==> src/fftf_pkg.sv <==
package fftf_pkg;

    localparam int RADIX_W      = 24;
    localparam int LEN_BITS_DEF = 24;
    localparam int MAX_RESULTS  = 16;
    localparam int NUM_PREF     = 6;
    localparam int TRIAL_START  = 11;
    localparam int PREF_IDX_W   = 3;

    function automatic logic [2:0] pref_radix(input logic [PREF_IDX_W-1:0] idx);
        logic [2:0] r;
        case (idx)
            3'd0:    r = 3'd7;
            3'd1:    r = 3'd6;
            3'd2:    r = 3'd5;
            3'd3:    r = 3'd4;
            3'd4:    r = 3'd3;
            3'd5:    r = 3'd2;
            default: r = 3'd2;
        endcase
        return r;
    endfunction

endpackage

==> src/fftf_div.sv <==
module fftf_div
    import fftf_pkg::*;
#(
    parameter int W = LEN_BITS_DEF
) (
    input  logic         i_clk,
    input  logic         i_rst_n,
    input  logic         i_start,
    input  logic [W-1:0] i_dividend,
    input  logic [W-1:0] i_divisor,
    output logic         o_done,
    output logic [W-1:0] o_quot,
    output logic [W-1:0] o_rem
);

    localparam int CNT_W = $clog2(W);

    logic             r_busy;
    logic             r_done;
    logic [CNT_W-1:0] r_cnt;
    logic [W-1:0]     r_quo;
    logic [W-1:0]     r_rem;
    logic [W-1:0]     r_dvs;
    logic [W:0]       w_trial;
    logic [W:0]       w_diff;
    logic             w_ge;

    assign w_trial = {r_rem, r_quo[W-1]};
    assign w_diff  = w_trial - {1'b0, r_dvs};
    assign w_ge    = w_trial >= {1'b0, r_dvs};

    always_ff @(posedge i_clk) begin
        if (!i_rst_n) begin
            r_busy <= 1'b0;
            r_done <= 1'b0;
            r_cnt  <= '0;
        end else begin
            r_done <= 1'b0;
            if (i_start) begin
                r_busy <= 1'b1;
                r_cnt  <= CNT_W'(W - 1);
            end else if (r_busy) begin
                r_cnt <= r_cnt - 1'b1;
                if (r_cnt == '0) begin
                    r_busy <= 1'b0;
                    r_done <= 1'b1;
                end
            end
        end
    end

    always_ff @(posedge i_clk) begin
        if (i_start) begin
            r_quo <= i_dividend;
            r_rem <= '0;
            r_dvs <= i_divisor;
        end else if (r_busy) begin
            r_quo <= {r_quo[W-2:0], w_ge};
            r_rem <= w_ge ? w_diff[W-1:0] : w_trial[W-1:0];
        end
    end

    assign o_done = r_done;
    assign o_quot = r_quo;
    assign o_rem  = r_rem;

    a_start_idle: assert property (@(posedge i_clk) disable iff (!i_rst_n)
        i_start |-> !r_busy)
        else $error("Divider started while busy.");

    a_done_after_busy: assert property (@(posedge i_clk) disable iff (!i_rst_n)
        r_done |-> !r_busy && $past(r_busy))
        else $error("Divider done without a finished iteration.");

    a_busy_after_start: assert property (@(posedge i_clk) disable iff (!i_rst_n)
        i_start |=> r_busy)
        else $error("Divider did not start after a start request.");

endmodule

==> src/fft_length_factorizer.sv <==
// Every trial division runs through the shared restoring divider, and each emitted factor
// passes through the output state, where an output stall can hold it.
// The work grows with the number of divisions tried; a prime near 2^24 needs about 2050.
// Throughput: one transaction at a time; o_stall is high from acceptance to the last factor.
// Reset: synchronous, active low; the sequencer returns to idle and any plan is dropped.
module fft_length_factorizer
    import fftf_pkg::*;
#(
    parameter int LEN_BITS = LEN_BITS_DEF
) (
    input  logic                i_clk,
    input  logic                i_rst_n,
    input  logic                i_valid,
    output logic                o_stall,
    input  logic [LEN_BITS-1:0] i_length,
    output logic                o_valid,
    input  logic                i_stall,
    output logic [RADIX_W-1:0]  o_radix,
    output logic                o_last,
    output logic                o_error
);

    localparam int CNT_W = $clog2(MAX_RESULTS + 1);

    typedef enum logic [3:0] {
        S_IDLE = 4'b0001,
        S_NEXT = 4'b0010,
        S_DIV  = 4'b0100,
        S_OUT  = 4'b1000
    } t_state;

    t_state                r_state, n_state;
    logic [LEN_BITS-1:0]   r_rest, n_rest;
    logic [LEN_BITS-1:0]   r_f, n_f;
    logic [PREF_IDX_W-1:0] r_ridx, n_ridx;
    logic [LEN_BITS-1:0]   r_pend, n_pend;
    logic                  r_have_pend, n_have_pend;
    logic [CNT_W-1:0]      r_count, n_count;
    logic                  r_finish, n_finish;
    logic [RADIX_W-1:0]    r_radix, n_radix;
    logic                  r_last, n_last;
    logic                  r_error, n_error;

    logic                  w_pref;
    logic [LEN_BITS-1:0]   w_divisor;
    logic                  w_div_start;
    logic                  w_div_done;
    logic [LEN_BITS-1:0]   w_quot;
    logic [LEN_BITS-1:0]   w_rem;
    logic                  w_found;
    logic [LEN_BITS-1:0]   w_factor;
    logic                  w_rest_one;

    assign w_pref      = r_ridx < PREF_IDX_W'(NUM_PREF);
    assign w_divisor   = w_pref ? LEN_BITS'(pref_radix(r_ridx)) : r_f;
    assign w_rest_one  = r_rest == LEN_BITS'(1);
    assign w_div_start = (r_state == S_NEXT) && !w_rest_one;

    fftf_div #(
        .W (LEN_BITS)
    ) u_div (
        .i_clk      (i_clk),
        .i_rst_n    (i_rst_n),
        .i_start    (w_div_start),
        .i_dividend (r_rest),
        .i_divisor  (w_divisor),
        .o_done     (w_div_done),
        .o_quot     (w_quot),
        .o_rem      (w_rem)
    );

    always_comb begin
        n_state     = r_state;
        n_rest      = r_rest;
        n_f         = r_f;
        n_ridx      = r_ridx;
        n_pend      = r_pend;
        n_have_pend = r_have_pend;
        n_count     = r_count;
        n_finish    = r_finish;
        n_radix     = r_radix;
        n_last      = r_last;
        n_error     = r_error;
        w_found     = 1'b0;
        w_factor    = w_divisor;

        case (r_state)
            S_IDLE: begin
                if (i_valid) begin
                    if (i_length == '0) begin
                        n_radix  = '0;
                        n_last   = 1'b1;
                        n_error  = 1'b1;
                        n_finish = 1'b1;
                        n_state  = S_OUT;
                    end else if (i_length == LEN_BITS'(1)) begin
                        n_radix  = RADIX_W'(1);
                        n_last   = 1'b1;
                        n_error  = 1'b0;
                        n_finish = 1'b1;
                        n_state  = S_OUT;
                    end else begin
                        n_rest      = i_length;
                        n_f         = LEN_BITS'(TRIAL_START);
                        n_ridx      = '0;
                        n_have_pend = 1'b0;
                        n_count     = '0;
                        n_finish    = 1'b0;
                        n_state     = S_NEXT;
                    end
                end
            end
            S_NEXT: begin
                if (w_rest_one) begin
                    n_radix  = RADIX_W'(r_pend);
                    n_last   = 1'b1;
                    n_error  = 1'b0;
                    n_finish = 1'b1;
                    n_state  = S_OUT;
                end else begin
                    n_state = S_DIV;
                end
            end
            S_DIV: begin
                if (w_div_done) begin
                    if (w_pref) begin
                        if (w_rem == '0) begin
                            w_found  = 1'b1;
                            w_factor = w_divisor;
                            n_rest   = w_quot;
                        end else begin
                            n_ridx = r_ridx + 1'b1;
                        end
                    end else if (w_quot < r_f) begin
                        w_found  = 1'b1;
                        w_factor = r_rest;
                        n_rest   = LEN_BITS'(1);
                    end else if (w_rem == '0) begin
                        w_found  = 1'b1;
                        w_factor = r_f;
                        n_rest   = w_quot;
                    end else begin
                        n_f = r_f + LEN_BITS'(2);
                    end

                    n_state = S_NEXT;
                    if (w_found) begin
                        if (!r_have_pend) begin
                            n_pend      = w_factor;
                            n_have_pend = 1'b1;
                            n_count     = CNT_W'(1);
                        end else if (r_count == CNT_W'(MAX_RESULTS)) begin
                            n_radix  = RADIX_W'(r_pend);
                            n_last   = 1'b1;
                            n_error  = 1'b1;
                            n_finish = 1'b1;
                            n_state  = S_OUT;
                        end else begin
                            n_radix = RADIX_W'(r_pend);
                            n_last  = 1'b0;
                            n_error = 1'b0;
                            n_pend  = w_factor;
                            n_count = r_count + 1'b1;
                            n_state = S_OUT;
                        end
                    end
                end
            end
            S_OUT: begin
                if (!i_stall) begin
                    n_state = r_finish ? S_IDLE : S_NEXT;
                end
            end
            default: begin
                n_state = S_IDLE;
            end
        endcase
    end

    always_ff @(posedge i_clk) begin
        if (!i_rst_n) begin
            r_state     <= S_IDLE;
            r_have_pend <= 1'b0;
            r_count     <= '0;
            r_finish    <= 1'b0;
            r_ridx      <= '0;
        end else begin
            r_state     <= n_state;
            r_have_pend <= n_have_pend;
            r_count     <= n_count;
            r_finish    <= n_finish;
            r_ridx      <= n_ridx;
        end
    end

    always_ff @(posedge i_clk) begin
        r_rest  <= n_rest;
        r_f     <= n_f;
        r_pend  <= n_pend;
        r_radix <= n_radix;
        r_last  <= n_last;
        r_error <= n_error;
    end

    assign o_stall = r_state != S_IDLE;
    assign o_valid = r_state == S_OUT;
    assign o_radix = r_radix;
    assign o_last  = r_last;
    assign o_error = r_error;

    a_count_bound: assert property (@(posedge i_clk) disable iff (!i_rst_n)
        r_count <= CNT_W'(MAX_RESULTS))
        else $error("Factor count exceeds the result limit.");

    a_error_is_last: assert property (@(posedge i_clk) disable iff (!i_rst_n)
        o_valid && o_error |-> o_last)
        else $error("Error flagged on a factor that is not the last one.");

    a_done_in_div: assert property (@(posedge i_clk) disable iff (!i_rst_n)
        w_div_done |-> r_state == S_DIV)
        else $error("Divider result arrived outside the divide state.");

    a_trial_odd: assert property (@(posedge i_clk) disable iff (!i_rst_n)
        (r_state == S_DIV) && !w_pref |-> r_f[0])
        else $error("Trial divisor is even.");

endmodule

==> config.mk <==
export PLATFORM = sky130hd
export DESIGN_NAME = fft_length_factorizer
export DESIGN_NICKNAME = d
export VERILOG_FILES = /design/src/fftf_pkg.sv /design/src/fftf_div.sv /design/src/fft_length_factorizer.sv
export SDC_FILE = /design/constraint.sdc
export NUM_CORES = 1
export LEC_CHECK = 0
export BUFFER_PORTS_ARGS = -buffer_cell sky130_fd_sc_hd__buf_2
export CAP_MARGIN = 20
export CORE_ASPECT_RATIO = 0.8
export CORE_UTILIZATION = 62
export DETAILED_ROUTE_END_ITERATION = 8
export PLACE_DENSITY = 0.81
export SLEW_MARGIN = 20
export SYNTH_ARGS = -nofsm -noshare
export SYNTH_HDL_FRONTEND = slang
export SYNTH_SLANG_ARGS = --single-unit
==> constraint.sdc <==
create_clock -name i_clk -period 5.55 [get_ports i_clk]
set_input_delay 0.555 -clock i_clk [delete_from_list [all_inputs] [get_ports i_clk]]
set_output_delay 0.555 -clock i_clk [all_outputs]
set_load 0.02 [all_outputs]
==> flow_metrics.env, run 1 <==
export IMPL_outcome="finished clean"
export IMPL_hold_viol=0
export IMPL_clkLatencyLatePin_ns=0.44
export IMPL_vias_per_cell=6.26
export IMPL_setup_ws_ns=2.09
export IMPL_initialDrtViolationCount=983
export IMPL_grt_pass1_wl_mm=39.8
export IMPL_synth_most_common_cell="edfxtp_1"
export IMPL_synth_seq_cells=190
export IMPL_synth_seq_area_share=0.493
export IMPL_row_count=42
export IMPL_die_w_um=149
export IMPL_crit_arrival_ns=3.56
export IMPL_drcViolationCount=0
export IMPL_clockRootBuffer="clkbuf_16"
export IMPL_design_area_um2=11800
export IMPL_setup_viol=0
export IMPL_cp_end_kind="flop"
export IMPL_post_route_util=0.706
export IMPL_synthArstFlopShare=0
export IMPL_ys_flop_type="edfxtp_1"
export IMPL_die_area_um2=17700
export IMPL_hpwlAfterDp_mm=17.5
export IMPL_fmax_mhz=289
export IMPL_grt_pass1_vias=7364
export IMPL_drtPass1Iterations=6
export IMPL_start_util=0.640
export IMPL_crit_type="flop to flop"
export IMPL_overflow=0
export IMPL_hold_class="input pin to flop"
export IMPL_place_area_um2=11100
export IMPL_crit_path_max_fanout=24
export IMPL_reg2reg_slack_ns=2.09
export IMPL_antenna_found_initial=0
export IMPL_slew_viol_final=0
export IMPL_synth_top_area_share=0.408
export IMPL_hold_buffers=0
export IMPL_p_per_area_nw_per_um2=320
export IMPL_final_layout_size_suffix_gt1_frac=0.109
export IMPL_synth_edf_count=145
export IMPL_clock_sinks=190
export IMPL_finalSetupTns_ns=0
export IMPL_io_pin_count=56
export IMPL_rsz0062_at_grt="false"
export IMPL_p_leak_nw=4.69
export IMPL_core_um2=16700
export IMPL_maxSlewHeadroom=0.317
export IMPL_postSynthCellCount=1058
export IMPL_fin_crit_ns=3.46
export IMPL_synth_cell_types=69
export IMPL_port_buffers=55
export IMPL_n_antenna_cell=0
export IMPL_gp_congestion=0.915
export IMPL_ant_nets=0
export IMPL_die_h_um=119
export IMPL_required_ns=5.66
export IMPL_skew_ns=0.00975
export IMPL_ir_worst_vdd_uv=208
export IMPL_routedWlPerCell_um=18.9
export IMPL_layout_nets=1183
export IMPL_syn2layout_area_growth_pct=10.4
export IMPL_drt_total_wl_mm=25.2
export IMPL_routed_via_count=8327
export IMPL_yosys_warnings=0
export IMPL_ctsHtreeMaxLevel=4
export IMPL_syn_nets=1144
export IMPL_grt_max_degree=68
export IMPL_grt_use_total=0.297
export IMPL_netlist_area_um2=10700
export IMPL_dpl_worst_slack_ns=2.22
export IMPL_syn_area_per_cell_um2=10.1
export IMPL_path_clk_slew_ns=0.07
export IMPL_synth_common_cells="edfxtp_1, nand2_1, nor2_1"
export IMPL_fin_crit_sh=0.623
export IMPL_cts_buffer_depth=2
export IMPL_cts_resized=0
export IMPL_worst_slew_pin_slew_ns=1.02
export IMPL_cts_tree="built"
export IMPL_cap_violations=0
export IMPL_cts_buffers=17
export IMPL_post_cts_buffers=0
export IMPL_synth_top_area_cell="edfxtp_1"
export IMPL_cp_start_kind="flop"
export IMPL_synth_area_leaders="edfxtp_1, dfxtp_1, ha_1"
==> cell type report <==
| class | instances | area [um^2] |
|---|---|---|
| fill | 1175 | 4890 |
| multi-input combinational | 752 | 5000 |
| timing repair buffer | 69 | 404 |
| sequential | 190 | 5260 |
| tap | 220 | 275 |
| inverter | 67 | 251 |
| clock inverter | 15 | 155 |
| clock buffer | 17 | 425 |
==> stage by stage <==
| stage | cells | total power [mW] | hold WS [ns] |
|---|---|---|---|
| after floorplan | 1058 | 2.36 | 0.451 |
| after global placement | 1296 | 2.55 | 0.473 |
| after detailed placement | 1296 | 2.57 | 0.485 |
| after CTS | 1328 | 3.76 | 0.394 |
| after global routing | 1330 | 3.92 | 0.405 |
| final | 1330 | 3.77 | 0.400 |
==> report_power, final <==
part,internal (mW),switching [mW],total [mW]
clock network,0.600,0.600,1.20
logic,0.324,0.471,0.795
registers,1.64,0.128,1.77
==> metal layers <==
metal  global-route usage  vias to the layer above  routed length [um]
met3               0.0556                       41                2470
li1                     -                     3906                   -
met1                0.452                     3955               11200
met2                0.413                      425               10900
met5                    0                        -                   0
met4                0.119                        0                 608
==> path summary, 6_finish.rpt <==
| path | from | end | depth (start not counted) |
|---|---|---|---|
| worst max-delay path | r_f[19]$_SDFFCE_PN0P_ | r_f[22]$_SDFFCE_PN0P_ | 11 |
| worst min-delay path | i_length[23] | r_rest[23]$_DFFE_PP_ | 3 |
| worst max register to register | r_f[19]$_SDFFCE_PN0P_ | r_f[22]$_SDFFCE_PN0P_ | 11 |
| worst min register to register | r_count[4]$_SDFFE_PN0P_ | r_count[4]$_SDFFE_PN0P_ | 2 |
==> cell families after synthesis <==
| group | after synthesis | synth area share |
|---|---|---|
| mux | 65 | 0.0610 |
| compound gates | 198 | 0.126 |
| xor+xnor | 41 | 0.0337 |
| fa+ha+maj | 58 | 0.0688 |
| simple gates | 390 | 0.175 |
| flops | 190 | 0.493 |
| buf+inv | 116 | 0.0427 |
==> flip-flops by register name, summed over array words and instances (netlist names), 23 cells and up <==
| signal | cells |
|---|---|
| o_radix | 24 |
| r_f | 23 |
| r_pend | 24 |
| r_rest | 24 |
| u_div.o_quot | 24 |
| u_div.o_rem | 24 |
| u_div.r_dvs | 24 |
==> layout by cell type (no fill, tap or decap), types with 6 or more instances in the layout <==
cell type,count
ha_1,57
inv_1,65
nor2b_1,8
nand4_1,13
and2_1,24
o21ai_1,7
xnor2_1,32
and3_1,10
a21oi_1,40
edfxtp_1,145
nor3b_1,6
a21o_1,16
nor3_1,15
clkbuf_16,17
buf_4,12
buf_2,55
nand2_1,136
xor2_1,9
a211oi_1,8
mux2i_1,65
o21ai_0,37
o21a_1,10
o31ai_1,24
nor2_1,99
nor4_1,24
o211ai_1,10
nand3_1,23
dfxtp_1,45
==> critical path, cell delays in order, from the launching register on <==
cell and delay [ns]:
edfxtp_1 0.43, inv_1 0.11, ha_1 0.31, nand4_1 0.17, or4_1 0.55, nor3_1 0.16
a22o_1 0.25, a211o_1 0.13, buf_4 0.39, a21oi_1 0.14, a21oi_2 0.13, buf_4 0.33
(Power assumes the default switching activity.)
==> inputs of run 2 (changes only) <==
--- a/config.mk
+++ b/config.mk
@@ -5,12 +5,13 @@
 export SDC_FILE = /design/constraint.sdc
 export NUM_CORES = 1
 export LEC_CHECK = 0
+export ABC_AREA = 1
 export BUFFER_PORTS_ARGS = -buffer_cell sky130_fd_sc_hd__buf_2
 export CAP_MARGIN = 20
 export CORE_ASPECT_RATIO = 0.8
-export CORE_UTILIZATION = 62
+export CORE_UTILIZATION = 56
 export DETAILED_ROUTE_END_ITERATION = 8
-export PLACE_DENSITY = 0.81
+export PLACE_DENSITY = 0.77
 export SLEW_MARGIN = 20
 export SYNTH_ARGS = -nofsm -noshare
 export SYNTH_HDL_FRONTEND = slang
==> constraint.sdc (replaced) <==
create_clock -name i_clk -period 2.79 [get_ports i_clk]
set_input_delay 0.279 -clock i_clk [delete_from_list [all_inputs] [get_ports i_clk]]
set_output_delay 0.279 -clock i_clk [all_outputs]
set_load 0.02 [all_outputs]
==> run 2 against run 1 <==
  * Sequential power rose to 2.6 times the previous value
  * Clock skew up 0.0042 ns
  * Utilization down 6.4 points
  * Clock power up 100%
  * Via count up 15%
  * Sequential share of layout area down 2.1 points
  * Synthesized area up 4.1%
  * Register-to-register slack worse by 1.8 ns
  * Die area up 15%
  * Final area up 4.9%
  * First-iteration DRC count up 24%
  * Global-route usage down 1.1 points
==> flow_metrics.env, run 2 <==
export IMPL_cp_slowest_cell="edfxtp_1"
export IMPL_clock_sinks=190
export IMPL_fin_crit_ns=2.50
export IMPL_cp_start_kind="flop"
export IMPL_post_place_cells=1665
export IMPL_synth_common_cells="nand2_1, inv_1, edfxtp_1"
export IMPL_worst_slew_pin_slew_ns=0.792
export IMPL_row_count=45
export IMPL_intPower_mw=7.46
export IMPL_syn_area_per_cell_um2=8.09
export IMPL_p_per_area_nw_per_um2=1090
export IMPL_ant_nets=0
export IMPL_grt_pass1_vias=8609
export IMPL_vias_per_cell=5.66
export IMPL_ctsHtreeMaxLevel=4
export IMPL_net_switching_power_mw=6.02
export IMPL_pwr_share_comb=0.473
export IMPL_synthArstFlopShare=0
export IMPL_post_cts_buffers=0
export IMPL_die_area_um2=20400
export IMPL_path_depth=9
export IMPL_die_h_um=128
export IMPL_cts_buffers=17
export IMPL_hold_class="input pin to flop"
export IMPL_cap_violations=0
export IMPL_routedWlPerCell_um=16.6
export IMPL_cts_resized=0
export IMPL_syn2layout_area_growth_pct=11.2
export IMPL_synth_top_area_cell="edfxtp_1"
export IMPL_clkLatencyLatePin_ns=0.44
export IMPL_synth_edf_count=145
export IMPL_rsz0062_at_grt="false"
export IMPL_grt_use_total=0.286
export IMPL_io_pin_count=56
export IMPL_rr_worst_depth=9
export IMPL_grt_max_degree=54
export IMPL_ir_worst_vdd_uv=621
export IMPL_p_leak_nw=5.70
export IMPL_layout_commonest_cell="nand2_1"
export IMPL_port_buffers=55
export IMPL_clockRootBuffer="clkbuf_16"
export IMPL_drtPass1Iterations=6
export IMPL_hold_viol=0
export IMPL_syn_nets=1457
export IMPL_routed_via_count=9603
export IMPL_required_ns=2.97
export IMPL_layout_nets=1512
export IMPL_yosys_warnings=0
export IMPL_synth_area_leaders="edfxtp_1, nand2_1, dfxtp_1"
export IMPL_grt_pass1_wl_mm=45.0
export IMPL_path_clk_slew_ns=0.07
export IMPL_drcViolationCount=0
export IMPL_cp_end_kind="flop"
export IMPL_n_antenna_cell=0
export IMPL_fmax_mhz=400
export IMPL_design_area_um2=12300
export IMPL_path_buf_inv=2
export IMPL_cts_tree="built"
export IMPL_maxSlewHeadroom=0.472
export IMPL_synth_top_area_share=0.392
export IMPL_whs_path_depth=3
export IMPL_synth_most_common_cell="nand2_1"
export IMPL_slowest_delay_ns=0.40
export IMPL_die_w_um=159
export IMPL_outcome="finished clean"
export IMPL_cpMostUsedCell="nand2_1"
export IMPL_netlist_area_um2=11100
export IMPL_core_um2=19200
export IMPL_ys_flop_type="edfxtp_1"
export IMPL_start_util=0.578
export IMPL_final_cell_mix="nand2_1, inv_1, edfxtp_1"
export IMPL_critical_path_top_delay_family="compound AO/OA/AOI/OAI gates"
export IMPL_overflow=0
export IMPL_setup_viol=0
export IMPL_synth_seq_area_share=0.474
export IMPL_crit_type="flop to flop"
export IMPL_crit_arrival_ns=2.68
export IMPL_antenna_found_initial=0
export IMPL_crit_path_max_fanout=23
export IMPL_skew_ns=0.0140
export IMPL_sw_frac_of_total=0.447
export IMPL_hold_buffers=0
export IMPL_postSynthCellCount=1371
export IMPL_sequentialPowerShare=0.347
export IMPL_drt_total_wl_mm=28.2
export IMPL_place_area_um2=11800
export IMPL_synth_cell_types=50
export IMPL_instances_no_fill=1696
export IMPL_final_layout_size_suffix_gt1_frac=0.0974
export IMPL_crit_chain="inv_1 -> ha_1 -> a21o_1 -> nor2_1 -> nand2_1 -> nand2_1 -> nand4_2 -> buf_4 -> o21ai_0"
export IMPL_p_clk_frac=0.180
export IMPL_synth_seq_cells=190
export IMPL_hpwlAfterDp_mm=20.8
export IMPL_initialDrtViolationCount=1215
export IMPL_gp_congestion=0.984
export IMPL_slew_viol_final=0
export IMPL_cts_buffer_depth=2
export IMPL_fin_crit_sh=0.895
export IMPL_finalSetupTns_ns=0
[run 2: cell types whose count changed after synthesis, sizes merged, moves of 41 or more]
cell | before | now
inv | 66 | 228
mux2i | 65 | 0
nand2 | 138 | 330
nand3 | 23 | 71
nand4 | 14 | 55
o21ai | 44 | 108
[run 2: layer usage]
layer	wire [um]	up-vias	global-route usage
met3	3080	35	0.0599
li1	-	4666	-
met5	0	-	0
met1	12900	4420	0.436
met4	408	0	0.0718
met2	11800	482	0.413
[run 2: area by class of cell]
cell class,count,area (um^2)
Fill cell,1621,6860
Inverter,229,860
Multi-Input combinational cell,910,4820
Clock inverter,14,154
Sequential cell,190,5260
Timing Repair Buffer,78,510
Clock buffer,17,425
Tap cell,258,323
[run 2: logic make-up (layout without fill, tap and decap cells)]
family	count (synthesis)	after routing	synth area share
simple gates	627	627	0.249
compound gates	206	206	0.102
fa+ha+maj	58	58	0.0661
buf+inv	271	338	0.0952
flops	190	190	0.474
xor+xnor	19	19	0.0150
[run 2: final timing paths]
path | startpoint | to | slack, ns
worst max register to register | r_f[7]$_SDFFCE_PN0P_ | r_pend[22]$_DFFE_PP_ | 0.29
worst max-delay path | r_f[7]$_SDFFCE_PN0P_ | r_pend[22]$_DFFE_PP_ | 0.29
worst min-delay path | i_length[18] | r_rest[18]$_DFFE_PP_ | 0.14
worst min register to register | u_div.o_rem[23]$_SDFFE_PP0P_ | u_div.o_rem[23]$_SDFFE_PP0P_ | 0.46
[run 2: power groups by stage]
| stage | Combinational, mW | Clock [mW] | Sequential, mW |
|---|---|---|---|
| finish | 6.38 | 2.43 | 4.68 |
| global route | 7.09 | 2.56 | 4.76 |
| CTS | 6.26 | 2.45 | 4.66 |
| detailed placement | 6.18 | 0 | 4.71 |
| global placement | 6.08 | 0 | 4.69 |
| floorplan | 4.19 | 0 | 4.80 |
[run 2: worst register-to-register path, stage by stage, from the launching register on]
cell and delay (ns):
edfxtp_1 0.40, inv_1 0.19, ha_1 0.28, a21o_1 0.18
nor2_1 0.11, nand2_1 0.06, nand2_1 0.10, nand4_2 0.23
buf_4 0.31, o21ai_0 0.39
[run 2: stage by stage]
| stage | total power [mW] | util | worst slack, ns | hold slack [ns] |
|---|---|---|---|---|
| after CTS | 13.4 | 0.643 | 0.318 | 0.133 |
| after global routing | 14.4 | 0.643 | 0.0779 | 0.141 |
| after detailed placement | 10.9 | 0.613 | 0.339 | 0.439 |
| after global placement | 10.8 | 0.613 | 0.344 | 0.439 |
| after floorplan | 8.99 | - | 0.213 | 0.426 |
| final | 13.5 | 0.643 | 0.292 | 0.137 |
==> inputs of run 3 (changes only) <==
--- a/config.mk
+++ b/config.mk
@@ -9,9 +9,9 @@
 export BUFFER_PORTS_ARGS = -buffer_cell sky130_fd_sc_hd__buf_2
 export CAP_MARGIN = 20
 export CORE_ASPECT_RATIO = 0.8
-export CORE_UTILIZATION = 56
+export CORE_UTILIZATION = 62
 export DETAILED_ROUTE_END_ITERATION = 8
-export PLACE_DENSITY = 0.77
+export PLACE_DENSITY = 0.81
 export SLEW_MARGIN = 20
 export SYNTH_ARGS = -nofsm -noshare
 export SYNTH_HDL_FRONTEND = slang
==> constraint.sdc (replaced) <==
create_clock -name i_clk -period 2.7 [get_ports i_clk]
set_input_delay 0.27 -clock i_clk [delete_from_list [all_inputs] [get_ports i_clk]]
set_output_delay 0.27 -clock i_clk [all_outputs]
set_load 0.02 [all_outputs]
==> run 3 against run 2 <==
  * Die area is 9.5% lower
  * Via count increased by 2.2%
  * Final area is 0.56% higher
  * Critical endpoint is now r_pend[19]$_DFFE_PP_
  * Final cell count decreased by 1.2%
  * Largest cell class unchanged
  * Largest power group unchanged
==> flow_metrics.env, run 3 (same netlist as run 2, synthesis figures left out) <==
export IMPL_start_util=0.637
export IMPL_regArea_um2=5260
export IMPL_grt_max_degree=31
export IMPL_cap_violations=0
export IMPL_core_um2=17400
export IMPL_crit_chain="inv_1 -> ha_1 -> nand2_1 -> nand2_1 -> nand2_1 -> nand2_1 -> nand2_1 -> nand2_1 -> nand2_1 -> nand4_2 -> buf_4 -> o21ai_0"
export IMPL_instances_no_fill=1676
export IMPL_vias_per_cell=5.86
export IMPL_drt_total_wl_mm=30.0
export IMPL_path_buf_inv=2
export IMPL_fmax_mhz=394
export IMPL_layout_commonest_cell="nand2_1"
export IMPL_initialDrtViolationCount=1213
export IMPL_routedWlPerCell_um=17.9
export IMPL_drtPass1Iterations=6
export IMPL_gp_congestion=1.01
export IMPL_overflow=0
export IMPL_die_area_um2=18400
export IMPL_rsz0062_at_grt="false"
export IMPL_syn2layout_area_growth_pct=11.8
export IMPL_setup_viol=0
export IMPL_outcome="finished clean"
export IMPL_grt_pass1_wl_mm=47.2
export IMPL_hpwlAfterDp_mm=22.0
export IMPL_hold_buffers=0
export IMPL_pwr_share_comb=0.480
export IMPL_clkLatencyLatePin_ns=0.45
export IMPL_cts_tree="built"
export IMPL_crit_type="flop to flop"
export IMPL_clock_sinks=190
export IMPL_hold_class="input pin to flop"
export IMPL_p_per_area_nw_per_um2=1150
export IMPL_final_layout_size_suffix_gt1_frac=0.104
export IMPL_port_buffers=55
export IMPL_place_area_um2=11800
export IMPL_die_w_um=152
export IMPL_layout_nets=1525
export IMPL_required_ns=2.90
export IMPL_maxSlewHeadroom=0.631
export IMPL_crit_arrival_ns=2.74
export IMPL_slowest_delay_ns=0.47
export IMPL_worst_slew_pin_slew_ns=0.547
export IMPL_cts_resized=0
export IMPL_n_antenna_cell=0
export IMPL_critical_path_top_delay_family="simple AND/OR/NAND/NOR gates"
export IMPL_cp_slowest_cell="edfxtp_1"
export IMPL_cts_buffer_depth=2
export IMPL_final_cell_mix="nand2_1, inv_1, edfxtp_1"
export IMPL_fin_crit_ns=2.54
export IMPL_finalSetupTns_ns=0
export IMPL_grt_pass1_vias=8922
export IMPL_grt_use_total=0.343
export IMPL_dpl_worst_slack_ns=0.274
export IMPL_p_leak_nw=5.77
export IMPL_post_place_cells=1645
export IMPL_n_fill_cell=1354
export IMPL_fin_crit_sh=0.941
export IMPL_cp_end_kind="flop"
export IMPL_post_cts_buffers=0
export IMPL_cpMostUsedCell="nand2_1"
export IMPL_p_clk_frac=0.182
export IMPL_multi_input_area_um2=4820
export IMPL_setup_ws_ns=0.160
export IMPL_cts_buffers=17
export IMPL_ant_nets=0
export IMPL_die_h_um=122
export IMPL_slew_viol_final=0
export IMPL_intPower_mw=7.90
export IMPL_row_count=43
export IMPL_ir_worst_vdd_uv=737
export IMPL_cp_start_kind="flop"
export IMPL_ctsHtreeMaxLevel=4
export IMPL_design_area_um2=12400
export IMPL_io_pin_count=56
export IMPL_skew_ns=0.0148
export IMPL_path_clk_slew_ns=0.07
export IMPL_routed_via_count=9816
export IMPL_clockRootBuffer="clkbuf_16"
export IMPL_crit_path_max_fanout=23
export IMPL_net_switching_power_mw=6.43
export IMPL_sequentialPowerShare=0.338
export IMPL_sw_frac_of_total=0.449
export IMPL_hold_viol=0
export IMPL_antenna_found_initial=0
export IMPL_drcViolationCount=0
run 3: changes by cell type in the layout (fill, tap and decap cells not counted):
cell,change
clkinv_4,+2
clkinv_1,+1
clkbuf_1,+1
inv_8,-1
buf_4,+13
inv_6,-3
bufinv_16,+1
clkinvlp_2,-1
run 3: path summary, 6_finish.rpt:
kind / startpoint / end / slack, ns / depth (start not counted)
setup / recovery: r_f[1]$_SDFFCE_PN1P_ / r_pend[19]$_DFFE_PP_ / 0.16 / 12
hold / removal: i_rst_n / r_state[0]$_SDFFE_PN1P_ / 0.11 / 2
setup reg to reg: r_f[1]$_SDFFCE_PN1P_ / r_pend[19]$_DFFE_PP_ / 0.16 / 12
hold reg to reg: r_finish$_SDFFE_PN0P_ / r_finish$_SDFFE_PN0P_ / 0.46 / 2
run 3: worst reg2reg max path: cells and delay by family, from the launching register on:
kind | cells | cell delay [ns]
simple gates | 8 | 0.75
fa+ha+maj | 1 | 0.25
buf+inv | 2 | 0.47
flops | 1 | 0.47
compound gates | 1 | 0.37
run 3: final cells by class:
cell class / count / share of cell area
flip-flops and latches: 190 / 0.423
multi-input cells: 910 / 0.388
inverters: 229 / 0.0692
repair buffers: 91 / 0.0490
clock buffers: 18 / 0.0346
well taps: 225 / 0.0227
clock inverters: 13 / 0.0131
run 3: through the flow:
stage | total power, mW | hold WS (ns) | utilization
CTS | 14.2 | 0.0986 | 0.712
detailed placement | 11.5 | 0.446 | 0.678
finish | 14.3 | 0.109 | 0.712
global placement | 11.3 | 0.443 | 0.678
floorplan | 9.29 | 0.426 | -
global route | 15.3 | 0.122 | 0.712
run 3: power groups by stage:
stage / registers, mW / logic, mW / clock network, mW
floorplan: 4.96 / 4.33 / 0
global placement: 4.84 / 6.48 / 0
detailed placement: 4.87 / 6.66 / 0
CTS: 4.82 / 6.72 / 2.60
global route: 4.93 / 7.61 / 2.73
finish: 4.84 / 6.88 / 2.60
run 3: metal layers:
metal | part of all wire | up-vias | track usage
met5 | 0 | - | 0
met4 | 0.019 | 0 | 0.0922
met3 | 0.12 | 54 | 0.0880
met2 | 0.42 | 598 | 0.498
met1 | 0.44 | 4470 | 0.507
li1 | - | 4694 | -
